$ cat src/hdl/rsm_pkg.sv
package rsm_pkg;

  // Default sizes of the stores.
  localparam int unsigned STACK_DEPTH_DEF = 64;
  localparam int unsigned PROG_DEPTH_DEF  = 1024;
  localparam int unsigned VAR_COUNT_DEF   = 256;

  // Width of the program length register.
  localparam int unsigned PLEN_W = 11;

  // Iterations of the shared divider, one quotient bit each.
  localparam int unsigned DIV_STEPS = 32;

  typedef enum logic [4:0] {
    OP_PUSHINT   = 5'd0,
    OP_PUSHLABEL = 5'd1,
    OP_PUSHVAR   = 5'd2,
    OP_GO        = 5'd3,
    OP_GOFALSE   = 5'd4,
    OP_CLEAR     = 5'd5,
    OP_VARVAL    = 5'd6,
    OP_OR        = 5'd7,
    OP_AND       = 5'd8,
    OP_EQ        = 5'd9,
    OP_NE        = 5'd10,
    OP_LT        = 5'd11,
    OP_LE        = 5'd12,
    OP_GT        = 5'd13,
    OP_GE        = 5'd14,
    OP_ADD       = 5'd15,
    OP_SUB       = 5'd16,
    OP_MUL       = 5'd17,
    OP_DIV       = 5'd18,
    OP_MOD       = 5'd19,
    OP_NOT       = 5'd20,
    OP_NEGATE    = 5'd21,
    OP_PREINC    = 5'd22,
    OP_PREDEC    = 5'd23,
    OP_POSTINC   = 5'd24,
    OP_POSTDEC   = 5'd25,
    OP_ASSIGN    = 5'd26,
    OP_RESTART   = 5'd27
  } opcode_e;

  typedef enum logic [3:0] {
    ERR_OK         = 4'd0,
    ERR_UNDERFLOW  = 4'd1,
    ERR_OVERFLOW   = 4'd2,
    ERR_NOTINT     = 4'd3,
    ERR_NOTLABEL   = 4'd4,
    ERR_NOTVAR     = 4'd5,
    ERR_UNDECLARED = 4'd6,
    ERR_UNDEFINED  = 4'd7,
    ERR_JUMP       = 4'd8,
    ERR_DIV0       = 4'd9,
    ERR_PASTEND    = 4'd10,
    ERR_HALTED     = 4'd11
  } err_e;

  typedef enum logic [1:0] {
    KIND_INT   = 2'd0,
    KIND_LABEL = 2'd1,
    KIND_VAR   = 2'd2,
    KIND_EMPTY = 2'd3
  } kind_e;

  typedef enum logic [2:0] {
    ST_IDLE,
    ST_READ,
    ST_EXEC,
    ST_DIV,
    ST_WRITE,
    ST_FILL,
    ST_FILLW,
    ST_OUT
  } state_e;

  typedef struct packed {
    logic [4:0]         opcode;
    logic signed [31:0] immediate;
  } in_item_t;

  typedef struct packed {
    logic [10:0]        next_command;
    logic signed [31:0] top_value;
    logic [1:0]         top_kind;
    logic [6:0]         stack_depth;
    logic [3:0]         error_code;
    logic               ended;
  } out_item_t;

  typedef struct packed {
    logic [1:0]  kind;
    logic [31:0] value;
  } stk_entry_t;

  typedef struct packed {
    logic start;
    logic is_mod;
  } div_req_t;

endpackage

$ cat src/hdl/rsm_alu.sv
module rsm_alu (
  input  rsm_pkg::opcode_e op_i,
  input  logic [31:0]      a_i,
  input  logic [31:0]      b_i,
  output logic [31:0]      result_o
);
  import rsm_pkg::*;

  logic a_lt_b;
  logic b_lt_a;

  // Signed orderings of the two operands.
  assign a_lt_b = $signed(a_i) < $signed(b_i);
  assign b_lt_a = $signed(b_i) < $signed(a_i);

  // Combinational operations; the unary ones work on the top operand.
  always_comb begin
    case (op_i)
      OP_OR:     result_o = {31'd0, (a_i != 32'd0) || (b_i != 32'd0)};
      OP_AND:    result_o = {31'd0, (a_i != 32'd0) && (b_i != 32'd0)};
      OP_EQ:     result_o = {31'd0, a_i == b_i};
      OP_NE:     result_o = {31'd0, a_i != b_i};
      OP_LT:     result_o = {31'd0, a_lt_b};
      OP_LE:     result_o = {31'd0, !b_lt_a};
      OP_GT:     result_o = {31'd0, b_lt_a};
      OP_GE:     result_o = {31'd0, !a_lt_b};
      OP_ADD:    result_o = a_i + b_i;
      OP_SUB:    result_o = a_i - b_i;
      OP_MUL:    result_o = a_i * b_i;
      OP_NOT:    result_o = {31'd0, b_i == 32'd0};
      OP_NEGATE: result_o = 32'd0 - b_i;
      default:   result_o = 32'd0;
    endcase
  end

endmodule

$ cat config.mk
export PLATFORM = sky130hd
export DESIGN_NAME = rsm_alu
export DESIGN_NICKNAME = d
export VERILOG_FILES = /design/src/hdl/rsm_pkg.sv /design/src/hdl/rsm_alu.sv
export SDC_FILE = /design/constraint.sdc
export NUM_CORES = 1
export LEC_CHECK = 0
export ABC_CLOCK_PERIOD_IN_PS = 9740
export BUFFER_PORTS_ARGS = -buffer_cell sky130_fd_sc_hd__buf_2
export CAP_MARGIN = 10
export CORE_MARGIN = 2
export CORE_UTILIZATION = 65
export DETAILED_ROUTE_END_ITERATION = 16
export PLACE_DENSITY_LB_ADDON = 0.05
export SKIP_LAST_GASP = 1
export SYNTH_ARGS = -nofsm -noshare
export SYNTH_HDL_FRONTEND = slang
export SYNTH_SLANG_ARGS = --single-unit
$ cat constraint.sdc
create_clock -name vclk -period 9.74
set_clock_uncertainty 0.05 [all_clocks]
set_input_delay 0.974 -clock vclk [all_inputs]
set_output_delay 0.974 -clock vclk [all_outputs]
set_load 0.05 [all_outputs]
[After elaboration in Yosys (flattened, before gate mapping)]
Cells that the tools add are included.
Operators by class
  add/subtract/negate cells: 3
  $mul: 1
  order comparisons: 2
  equality and inequality tests: 15
  mux-type cells: 1
  reductions and logical operators: 7
Operators by type and width (count)
  case mux 32 bit (13 select lines): 1
  less-than comparator 32 bit: 2
  nonzero test 32 bit: 2
  == test 5 x 4 -> 1 bit (second input constant): 8
  adder 32 bit: 1
  == test 32 bit: 1
  zero test 32 bit: 1
  multiplier 32 x 32 -> 32 bit: 1
  inequality test 32 bit: 1
  subtractor 1 x 32 -> 32 bit (first input constant): 1
  subtractor 32 bit: 1
  == test 5 bit (second input constant): 4
  == test 5 x 3 -> 1 bit (second input constant): 1
  zero test 1 bit: 2
  logical AND 1 bit: 1
  logical OR 1 bit: 1
Storage, ports and cells
  register bits: 0
  input port bits: 69
  output and inout port bits: 32
  logic and storage cells: 29

[Longest topological paths before layout]
  depth in word-level cells: 3
  depth in mapped cells: 28
  gate-level depth less buffers: 26

[Least setup slack after synthesis]
OpenSTA, ideal clock, no wires.
  path type: input-to-output
  start: in b_i[4]
  end: out result_o[27]
  data arrival time: 8.175 ns
  required time: 8.716 ns
  path slack: 0.541 ns
  stages on the path: 26
  cell sequence: clkbuf_1 -> inv_1 -> buf_1 -> nor2_1 -> fa_1 -> inv_1 -> fa_1 -> fa_1 -> fa_1 -> inv_1 -> fa_1 -> inv_1 -> fa_1 -> inv_1 -> fa_1 -> fa_1 -> ha_1 -> a21o_1 -> a21o_1 -> a221oi_1 -> nand2b_1 -> o21a_1 -> nor3_1 -> nor3_1 -> xor2_1 -> o221ai_1
Between the ends
  cells in the longest elaborated chain, start to end: 2
  elaborated cells between the ends (all ways): 5
Ends and longest elaborated chain
  start, declared: line rsm_alu.sv:4  | input logic [31:0] b_i,
  multiplier 32 x 32 -> 32 bit (tied with other cells): line rsm_alu.sv:29  | OP_MUL: result_o = a_i * b_i;
  case mux 32 bit (13 select lines) (*): line rsm_alu.sv:18  | case (op_i)
  end, declared: line rsm_alu.sv:5  | output logic [31:0] result_o
Mark *: on every way between the ends. The rest lies on a longest branch, timed or not.

[Worst setup path in the final report]
  start: in b_i[13]
  end: out result_o[27]
The elaborated chain is that of the path after synthesis.

==> impl_metrics.ini <==
[detailed_routing]
detail-route-antenna-nets = 0
initialDrtViolationCount = 2537
drc_errors = 0
drt_pass1_iterations = 8
wl_um = 84830
drt-vias-per-instance = 6.609
vias = 20090
wl_per_cell_um = 27.91

[synth]
synth_cells = 2575
synth_cell_type_count = 87
yosys.area.top_type_share_pct = 39.55
synth_sequential_area_ratio_pct = 0
synth.yosys.warnings = 0
synth_top_cell_by_area = fa_1
syn_avg_cell_area_um2 = 8.060
cell_area_synth_um2 = 20750
synthTopCellsByArea = fa_1, ha_1, inv_1
synth_nets = 3273

[place]
hpwlAfterDp_um = 68100
area_post_placement_um2 = 21840
gpl.final_weighted_congestion = 1.107
placed_cells = 3036
port_buffers = 101

[global_routing]
via_count_of_the_first_global_routing_pass = 20790
grt_start_max_net_pins = 37
grt_pass1_wl_um = 126100
grt.overflow.total = 0
antenna_found_initial = 3
grt_usage_pct = 51.73

[setup_path]
timing.critical_path.required_ns = 8.72
arrival_ns = 8.50
worst_path_max_delay_cell = fa_1
setup.worst_path.start_class = input pin
critPathCaptureType = primary output
worst_path_most_repeated_cell = fa_1
cp_slowest_stage_delay_ns = 0.53
category_of_the_critical_setup_timing_path = in2out
cp_max_fo = 11

[layout]
layout-area-overhead-vs-synth_pct = 5.281
num-nets-final = 3334
seq_cells = 0
final_cell_count_no_fill = 3039
layout_commonest_cell = inv_1
drive_above_1_share_pct = 9.226
postLayoutCellArea_um2 = 21850
seq_area_um2 = 0
final_cell_mix = inv_1, fa_1, nor2_1
n_fill_cell = 2563
layout.clock_buffers = 0

[sta]
worstMarginPinSlew_ns = 1.128
fin_setup_tns_ns = 0
timing.fmax_ghz = 0.1050
max-slew-margin-rel_pct = 24.74
hold-worst-slack_ns = 2.529
final-hold-violation-count = 0
report.final.setup_viol = 0
maxSlewViolCount = 0
post-route-min-period_ns = 9.526
unrepaired_setup_endpoints_after_global_routing = no
fin_crit_sh_pct = 97.80

[floorplan]
floorplan.initialDensity_pct = 65.94
die_area_um2 = 33380
fp-row-count = 65
io_pins = 101
fp.dieW_um = 182.7
coreArea_um2 = 31470
die_h_um = 182.7

[job]
maxCapViolations = 0

[run_status]
outcome = finished, final reports clean

[cts]
cts.repair_timing.setup_buffer_count = 0

[min_path]
hold_path.class = in2out
==> final timing paths <==
path | from | endpoint | slack (ns) | depth (start not counted)
setup / recovery | b_i[13] | result_o[27] | 0.21 | 29
hold / removal | op_i[1] | result_o[0] | 2.53 | 5
==> critical path: cells and delay by family <==
family	cells	cell delay (ns)
adder cells (fa/ha/maj)	9	3.82
AO/OA/AOI/OAI	5	1.15
buffers and inverters	10	1.50
XOR/XNOR	1	0.30
AND/OR/NAND/NOR	4	0.74
==> area by class of cell <==
type / instances / area, um2 / share of cell area, %
Tap cell: 402 / 503.0 / 2.302
Antenna cell: 3 / 7.507 / 0.03436
Inverter: 474 / 1779 / 8.142
Timing Repair Buffer: 196 / 1256 / 5.749
Multi-Input combinational cell: 1964 / 18310 / 83.77
==> timing repair <==
| item | 4_1_cts | 5_1_grt |
|---|---|---|
| endpoints found under the hold margin | 0 | 0 |
| resized for setup | 0 | 1 |
| hold buffers | 0 | 0 |
| setup endpoints to repair | 0 | 2 |
==> synthesized netlist by cell type, types with 14 or more instances <==
cell,instances
xnor2_1,95
a21o_1,31
xor2_1,23
fa_1,410
clkbuf_1,93
ha_1,219
o21ai_0,72
nor2b_1,15
a211oi_1,20
clkinv_1,20
nand2b_1,20
nor2_1,380
nand2_1,268
o21bai_1,19
a21oi_1,83
nor4_1,23
inv_1,447
nand3_1,22
o221ai_1,14
nor3_1,34
==> through the flow <==
stage                     util [%]  worst slack, ns
final                        69.43           0.2141
after global routing         69.40          0.05493
after CTS                    69.39           0.3398
after detailed placement     69.39           0.3704
after global placement       69.39           0.3873
after floorplan                  -           0.5414
==> cell families (layout without fill, tap and decap cells) <==
family | after synthesis | count (layout) | share of synthesized area (%)
xor+xnor | 118 | 118 | 4.979
fa+ha+maj | 629 | 629 | 52.75
other cells | 0 | 3 | 0
buf+inv | 611 | 670 | 11.85
simple gates | 831 | 831 | 17.49
mux | 5 | 5 | 0.2472
compound gates | 381 | 381 | 12.68
==> metal layers <==
layer | track usage (%) | vias up | wire [um]
met2 | 75.50 | 1643 | 35060
met3 | 18.26 | 473 | 12490
li1 | - | 8241 | -
met1 | 62.98 | 9724 | 28840
met4 | 39.13 | 4 | 8404
met5 | 0 | - | 29
Power is left out: the tool's default activity adds up to more than one toggle a clock period on the data nets, which glitch-free logic cannot reach.
