[config.mk]
export PLATFORM = sky130hd
export DESIGN_NAME = rsm_divider
export DESIGN_NICKNAME = d
export VERILOG_FILES = /design/src/hdl/rsm_pkg.sv /design/src/hdl/rsm_divider.sv
export SDC_FILE = /design/constraint.sdc
export NUM_CORES = 1
export LEC_CHECK = 0
export BUFFER_PORTS_ARGS = -buffer_cell sky130_fd_sc_hd__buf_2
export CORE_MARGIN = 1
export CORE_UTILIZATION = 54
export CTS_BUF_LIST = sky130_fd_sc_hd__clkbuf_16
export DETAILED_ROUTE_END_ITERATION = 16
export GPL_ROUTABILITY_DRIVEN = 0
export PLACE_DENSITY = 0.78
export SLEW_MARGIN = 20
export SYNTH_ARGS = -nofsm -noshare
export SYNTH_HDL_FRONTEND = slang
export SYNTH_SLANG_ARGS = --single-unit
[constraint.sdc]
create_clock -name clk_i -period 4.1 [get_ports clk_i]
set_input_delay 0.82 -clock clk_i [delete_from_list [all_inputs] [get_ports clk_i]]
set_output_delay 0.82 -clock clk_i [all_outputs]
set_load 0.01 [all_outputs]
[src/hdl/rsm_pkg.sv]
package rsm_pkg;

  // Default sizes of the stores.
  localparam int unsigned STACK_DEPTH_DEF = 64;
  localparam int unsigned PROG_DEPTH_DEF  = 1024;
  localparam int unsigned VAR_COUNT_DEF   = 256;

  // Width of the program length register.
  localparam int unsigned PLEN_W = 11;

  // Iterations of the shared divider, one quotient bit each.
  localparam int unsigned DIV_STEPS = 32;

  typedef enum logic [4:0] {
    OP_PUSHINT   = 5'd0,
    OP_PUSHLABEL = 5'd1,
    OP_PUSHVAR   = 5'd2,
    OP_GO        = 5'd3,
    OP_GOFALSE   = 5'd4,
    OP_CLEAR     = 5'd5,
    OP_VARVAL    = 5'd6,
    OP_OR        = 5'd7,
    OP_AND       = 5'd8,
    OP_EQ        = 5'd9,
    OP_NE        = 5'd10,
    OP_LT        = 5'd11,
    OP_LE        = 5'd12,
    OP_GT        = 5'd13,
    OP_GE        = 5'd14,
    OP_ADD       = 5'd15,
    OP_SUB       = 5'd16,
    OP_MUL       = 5'd17,
    OP_DIV       = 5'd18,
    OP_MOD       = 5'd19,
    OP_NOT       = 5'd20,
    OP_NEGATE    = 5'd21,
    OP_PREINC    = 5'd22,
    OP_PREDEC    = 5'd23,
    OP_POSTINC   = 5'd24,
    OP_POSTDEC   = 5'd25,
    OP_ASSIGN    = 5'd26,
    OP_RESTART   = 5'd27
  } opcode_e;

  typedef enum logic [3:0] {
    ERR_OK         = 4'd0,
    ERR_UNDERFLOW  = 4'd1,
    ERR_OVERFLOW   = 4'd2,
    ERR_NOTINT     = 4'd3,
    ERR_NOTLABEL   = 4'd4,
    ERR_NOTVAR     = 4'd5,
    ERR_UNDECLARED = 4'd6,
    ERR_UNDEFINED  = 4'd7,
    ERR_JUMP       = 4'd8,
    ERR_DIV0       = 4'd9,
    ERR_PASTEND    = 4'd10,
    ERR_HALTED     = 4'd11
  } err_e;

  typedef enum logic [1:0] {
    KIND_INT   = 2'd0,
    KIND_LABEL = 2'd1,
    KIND_VAR   = 2'd2,
    KIND_EMPTY = 2'd3
  } kind_e;

  typedef enum logic [2:0] {
    ST_IDLE,
    ST_READ,
    ST_EXEC,
    ST_DIV,
    ST_WRITE,
    ST_FILL,
    ST_FILLW,
    ST_OUT
  } state_e;

  typedef struct packed {
    logic [4:0]         opcode;
    logic signed [31:0] immediate;
  } in_item_t;

  typedef struct packed {
    logic [10:0]        next_command;
    logic signed [31:0] top_value;
    logic [1:0]         top_kind;
    logic [6:0]         stack_depth;
    logic [3:0]         error_code;
    logic               ended;
  } out_item_t;

  typedef struct packed {
    logic [1:0]  kind;
    logic [31:0] value;
  } stk_entry_t;

  typedef struct packed {
    logic start;
    logic is_mod;
  } div_req_t;

endpackage

[src/hdl/rsm_divider.sv]
module rsm_divider (
  input  logic              clk_i,
  input  logic              rst_ni,
  input  rsm_pkg::div_req_t req_i,
  input  logic [31:0]       a_i,
  input  logic [31:0]       b_i,
  output logic              done_o,
  output logic [31:0]       result_o
);
  import rsm_pkg::*;

  localparam int unsigned CNT_W = $clog2(DIV_STEPS);

  logic             busy_q;
  logic             done_q;
  logic [CNT_W-1:0] cnt_q;
  logic [31:0]      rem_q;
  logic [31:0]      quo_q;
  logic [31:0]      dvs_q;
  logic             neg_q;
  logic             mod_q;
  logic [32:0]      rem_sh;
  logic [32:0]      diff;

  // One restoring step: shift in the next dividend bit and try the subtract.
  assign rem_sh = {rem_q, quo_q[31]};
  assign diff   = rem_sh - {1'b0, dvs_q};

  // Control of the iteration.
  always_ff @(posedge clk_i or negedge rst_ni) begin
    if (!rst_ni) begin
      busy_q <= 1'b0;
      done_q <= 1'b0;
      cnt_q  <= '0;
    end else begin
      done_q <= 1'b0;
      if (req_i.start) begin
        busy_q <= 1'b1;
        cnt_q  <= '0;
      end else if (busy_q) begin
        cnt_q <= cnt_q + CNT_W'(1);
        if (cnt_q == CNT_W'(DIV_STEPS - 1)) begin
          busy_q <= 1'b0;
          done_q <= 1'b1;
        end
      end
    end
  end

  // Operand and partial result registers, working on magnitudes.
  always_ff @(posedge clk_i) begin
    if (req_i.start) begin
      quo_q <= a_i[31] ? 32'd0 - a_i : a_i;
      dvs_q <= b_i[31] ? 32'd0 - b_i : b_i;
      rem_q <= 32'd0;
      mod_q <= req_i.is_mod;
      neg_q <= req_i.is_mod ? a_i[31] : (a_i[31] ^ b_i[31]);
    end else if (busy_q) begin
      if (!diff[32]) begin
        rem_q <= diff[31:0];
        quo_q <= {quo_q[30:0], 1'b1};
      end else begin
        rem_q <= rem_sh[31:0];
        quo_q <= {quo_q[30:0], 1'b0};
      end
    end
  end

  // Signs are restored at the end; the remainder takes the dividend's sign.
  always_comb begin
    if (mod_q) begin
      result_o = neg_q ? 32'd0 - rem_q : rem_q;
    end else begin
      result_o = neg_q ? 32'd0 - quo_q : quo_q;
    end
  end

  assign done_o = done_q;

endmodule

=== Word level (Yosys, flattened, before mapping) ===
Cells that the tools add are included.

* Bits in registers: 105
* Bits of input ports: 68
* Output and inout bits: 33
* Logic and storage cells: 36

* $add $sub $neg: 6
* Equal/unequal tests: 1
* Muxes and demuxes: 18
* Bitwise gates (word level): 1
* Reduce and logical (&&, ||, !) cells: 1

{| class="wikitable"
|+ Operators with widths
! kind !! count
|-
| 32-bit 2-to-1 mux || 7
|-
| 1-bit by 32-bit subtractor with 32-bit output, first input constant || 4
|-
| 33-bit by 32-bit subtractor with 33-bit output || 1
|-
| 31-bit 2-to-1 mux || 1
|-
| 5-bit 2-to-1 mux || 2
|-
| 1-bit 2-to-1 mux || 8
|-
| 5-bit by 1-bit adder with 5-bit output, second input constant || 1
|-
| 5-bit == test, second input constant || 1
|-
| 2-bit nonzero test || 1
|-
| 1-bit XOR || 1
|}

=== Logic depth before layout (Yosys ltp) ===
* Depth after elaboration: 4
* Gate-level depth with buffers: 14

=== Worst setup path after synthesis ===
Ideal clock, no wire load.

* Path kind: register to output
* Start point: register quo_q[10]
* End point: output result_o[26]
* Data arrival time: 3.214 ns
* Data required time: 3.280 ns
* Slack: 0.066 ns
* Stages on the path, launching flop included: 10
* Cell sequence: edfxtp_1 -> or4_4 -> or3_1 -> or3_4 -> or4_4 -> or4_4 -> o31ai_4 -> xnor2_1 -> nor2_1 -> a21oi_1

* Longest elaborated chain between the ends: 3

{| class="wikitable"
|+ Ends and longest elaborated chain
! item !! RTL line !! source
|-
| start: declaration || rsm_divider.sv:18 || <nowiki>logic [31:0] quo_q;</nowiki>
|-
| start signal: assignment || rsm_divider.sv:53 || <nowiki>quo_q <= a_i[31] ? 32'd0 - a_i : a_i;</nowiki>
|-
| start signal: assignment || rsm_divider.sv:61 || <nowiki>quo_q <= {quo_q[30:0], 1'b1};</nowiki>
|-
| start signal: assignment || rsm_divider.sv:64 || <nowiki>quo_q <= {quo_q[30:0], 1'b0};</nowiki>
|-
| 1-bit by 32-bit subtractor with 32-bit output || rsm_divider.sv:74 || <nowiki>result_o = neg_q ? 32'd0 - quo_q : quo_q;</nowiki>
|-
| 32-bit 2-to-1 mux || rsm_divider.sv:74 ||
|-
| 32-bit 2-to-1 mux || rsm_divider.sv:71 || <nowiki>if (mod_q) begin</nowiki>
|-
| end: declaration || rsm_divider.sv:8 || <nowiki>output logic [31:0] result_o</nowiki>
|}

No other way between the ends.

=== Worst setup path in the final report ===
* Start point: register quo_q[7]
* End point: output result_o[26]

The elaborated chain is that of the path after synthesis.

==> results.py <==
metrics = {
    "synth": {
        "syn_avg_cell_area_um2": 8.397,
        "ys_types": 60,
        "synthCells": 1015,
        "yosys_most_used_dff": "edfxtp_1",
        "syn_nets": 1122,
        "synth_area_leader_cell": "edfxtp_1",
        "yosysWarningCount": 0,
        "synth.most_common_cell": "nor2_1",
        "yosysTopAreaCellShare_pct": 23.25,
        "syn_area_um2": 8523,
        "ys_top_cells_by_count": "nor2_1 (95), nand2_1 (94), a21oi_1 (91)",
        "synth_top_cells_by_area": "edfxtp_1 (23%), xnor2_1 (8.0%), dfxtp_1 (7.5%)",
        "synth_seq_area_share_pct": 32.82,
        "synth_edf_count": 66,
        "synthArstFlopShare_pct": 6.667,
        "synth-seq-cells": 105,
    },
    "clock_tree": {
        "clockBufferDepth": 2,
        "holdBufCountCts": 0,
        "cts_tree": "built",
        "cts_inserted_buffers": 9,
        "root_buffer": "clkbuf_16",
        "cts.sinks": 105,
        "path_clk_slew_ns": 0.07,
        "h-tree-depth": 3,
        "clk-insertion-delay-late_ns": 0.36,
    },
    "detailed_routing": {
        "post_drt_wl_per_cell_um": 14.36,
        "drtIter0Drc": 407,
        "via_per_inst": 5.664,
        "wl_um": 18970,
        "remaining_drc_errors": 0,
        "dr.pass1.iters": 5,
        "ant_nets": 0,
        "vias": 7482,
    },
    "timing": {
        "fin_skew_ns": 0.007622,
        "slew_headroom_pct": 41.28,
        "post-route-min-period_ns": 4.403,
        "fin_ws_ns": -0.3028,
        "setup_violations": 10,
        "holdWs_ns": 0.2773,
        "hold_violations": 0,
        "worst-slew-pin-transition_ns": 0.8808,
        "drv_slew": 0,
        "rsz0062_at_grt": "true",
        "fin_crit_sh_pct": 107.4,
        "max_freq_mhz": 227.1,
    },
    "setup_path": {
        "r2r_end": "rem_q[25]",
        "cp_max_fo": 4,
        "worst_setup_path_end_kind": "primary output",
        "cpMostUsedCell": "or4_4",
        "r2r_cells": 12,
        "critPathLaunchType": "flip-flop",
        "crit_type": "reg2out",
        "cp.required_ns": 3.28,
        "cp_data_arrival_time_ns": 3.58,
        "critPathSlowestCell": "or4_4",
        "cp_cell_sequence": "or4_4 > or3_4 > or3_4 > or4_4 > or4_4 > o31ai_4 > xnor2_1 > nor2_1 > a21oi_1 > buf_2",
        "critPathMaxStageDelay_ns": 0.55,
        "r2r_start": "quo_q[31]",
        "ff2ff_setup_slack_ns": 0.46,
    },
    "floorplanning": {
        "ios": 101,
        "chipHeight_um": 127.6,
        "start_util_pct": 55.65,
        "num_rows": 45,
        "die_area_um2": 16290,
        "die_width_um": 127.6,
        "core-area_um2": 15310,
    },
    "placed_design": {
        "hpwl_um": 14410,
        "dp.cells": 1302,
        "pre_cts_slack_ns": 0.01226,
        "io_buffers": 100,
    },
    "cells_and_area": {
        "n_antenna_cell": 0,
        "fin_cells": 1321,
        "drive_above_1_share_pct": 14.68,
        "syn2layout_area_growth_pct": 13.24,
        "utilization_pct": 63.02,
        "nNetsFinal": 1212,
    },
    "status": {
        "status": "finished with violations",
        "violations": "setup timing",
    },
    "power": {
        "cellInternalPower_w": 0.002002,
        "p_per_area_nw_per_um2": 298.4,
        "p_leak_nw": 3.883,
        "swShare_pct": 30.49,
        "seqPwrFrac_pct": 44.7,
        "total_power_w": 0.002880,
        "p_comb_share_pct": 24.7,
        "p_clk_share_pct": 30.6,
        "power_switching_w": 0.0008781,
        "ir_drop_mv": 0.2576,
    },
    "global_routing": {
        "antenna_found_initial": 0,
        "grt_pass1_wl_um": 31860,
        "gr-usage-all-layers_pct": 24.33,
        "grt_max_degree": 84,
        "grt_pass1_vias": 6983,
        "globalRouteOverflowTotal": 0,
    },
    "hold_path": {
        "min_path_type": "in2async",
    },
    "job": {
        "cap_violations": 0,
    },
}
## final cells by class
| cell class | instances | area, um^2 |
|---|---|---|
| Multi-Input combinational cell | 814 | 5396 |
| Tap cell | 211 | 264.0 |
| Clock inverter | 7 | 70.07 |
| Inverter | 48 | 180.2 |
| Sequential cell | 105 | 2798 |
| Clock buffer | 9 | 225.2 |
| Timing Repair Buffer | 127 | 718.2 |
| Fill cell | 1411 | 5663 |
## how the worst max path moves through the flow
stage,slack (ns),endpoint,startpoint,cells after the start
after global placement,0.03,result_o[26],quo_q[10],10
after global routing,-0.43,result_o[26],quo_q[7],10
after floorplan,0.07,result_o[26],quo_q[10],9
after detailed placement,0.01,result_o[26],quo_q[10],10
after CTS,-0.29,result_o[26],quo_q[7],10
final,-0.30,result_o[26],quo_q[7],10
## routing by layer
metal | up-vias | track usage (%) | share of wire [%]
li1 | 3853 | - | -
met3 | 25 | 4.397 | 2.7
met4 | 0 | 7.059 | 2.0
met2 | 103 | 44.36 | 51
met1 | 3501 | 29.20 | 44
met5 | - | 0 | 0
## cells in the final DEF (no fill, tap or decap), types with 4 or more instances in the layout
cell type and instances:
xnor2_1 78, ha_1 38, nor4_1 7, a31oi_1 5
and3_1 6, nand2_1 93, a211oi_1 20, dfrtp_1 7
nand4_1 8, clkbuf_16 9, or4_1 18, o21a_1 4
buf_4 27, dfxtp_1 32, or4_4 4, nor2_1 95
nand2b_1 14, or3_1 16, edfxtp_1 66, o21ai_0 82
nor2b_1 12, buf_2 99, mux2i_1 20, o31ai_1 29
inv_1 48, a21oi_1 91, nor3_1 15, nand3_1 8
o41ai_1 16, a21o_1 8, o21bai_1 6, xor2_1 67
## cell families after synthesis
logic type | after synthesis | share of synthesized area (%)
xor+xnor | 145 | 14.90
simple gates | 315 | 17.95
buf+inv | 96 | 4.272
fa+ha+maj | 39 | 5.813
compound gates | 290 | 20.96
mux | 25 | 3.274
flops | 105 | 32.82
## worst max-delay path, delay by kind of cell (launching register included)
kind                   cells  cell delay [ns]
buffers and inverters      1             0.14
AND/OR/NAND/NOR            6             2.19
XOR/XNOR                   1             0.13
flip-flops                 1             0.41
AO/OA/AOI/OAI              2             0.35
## power by group through the flow
stage / sequential, W / combinational [W] / clock [W]
2_1_floorplan: 0.00129 / 0.000487 / 0
3_3_place_gp: 0.00131 / 0.000695 / 0
3_5_place_dp: 0.00131 / 0.000706 / 0
4_1_cts: 0.00129 / 0.000714 / 0.000897
5_1_grt: 0.00130 / 0.000797 / 0.000940
6_report: 0.00129 / 0.000712 / 0.000881
## flip-flops by register name (all words and copies together) (netlist names)
name and flops:
neg_q 1, done_o 1, cnt_q 5, mod_q 1, rem_q 32, dvs_q 32
quo_q 32, busy_q 1
## what timing repair did
action,in CTS,in global routing
endpoints found under the setup margin,10,13
setup buffers,2,1
gates resized for setup,6,1
pin swaps,6,1
## metrics by stage
stage / instance area (um^2) / TNS [ns]
after floorplan: 8523 / 0
after global placement: 9305 / 0
after detailed placement: 9305 / 0
after CTS: 9644 / -1.795
after global routing: 9652 / -3.556
final: 9652 / -1.870
(Power assumes the default switching activity.)
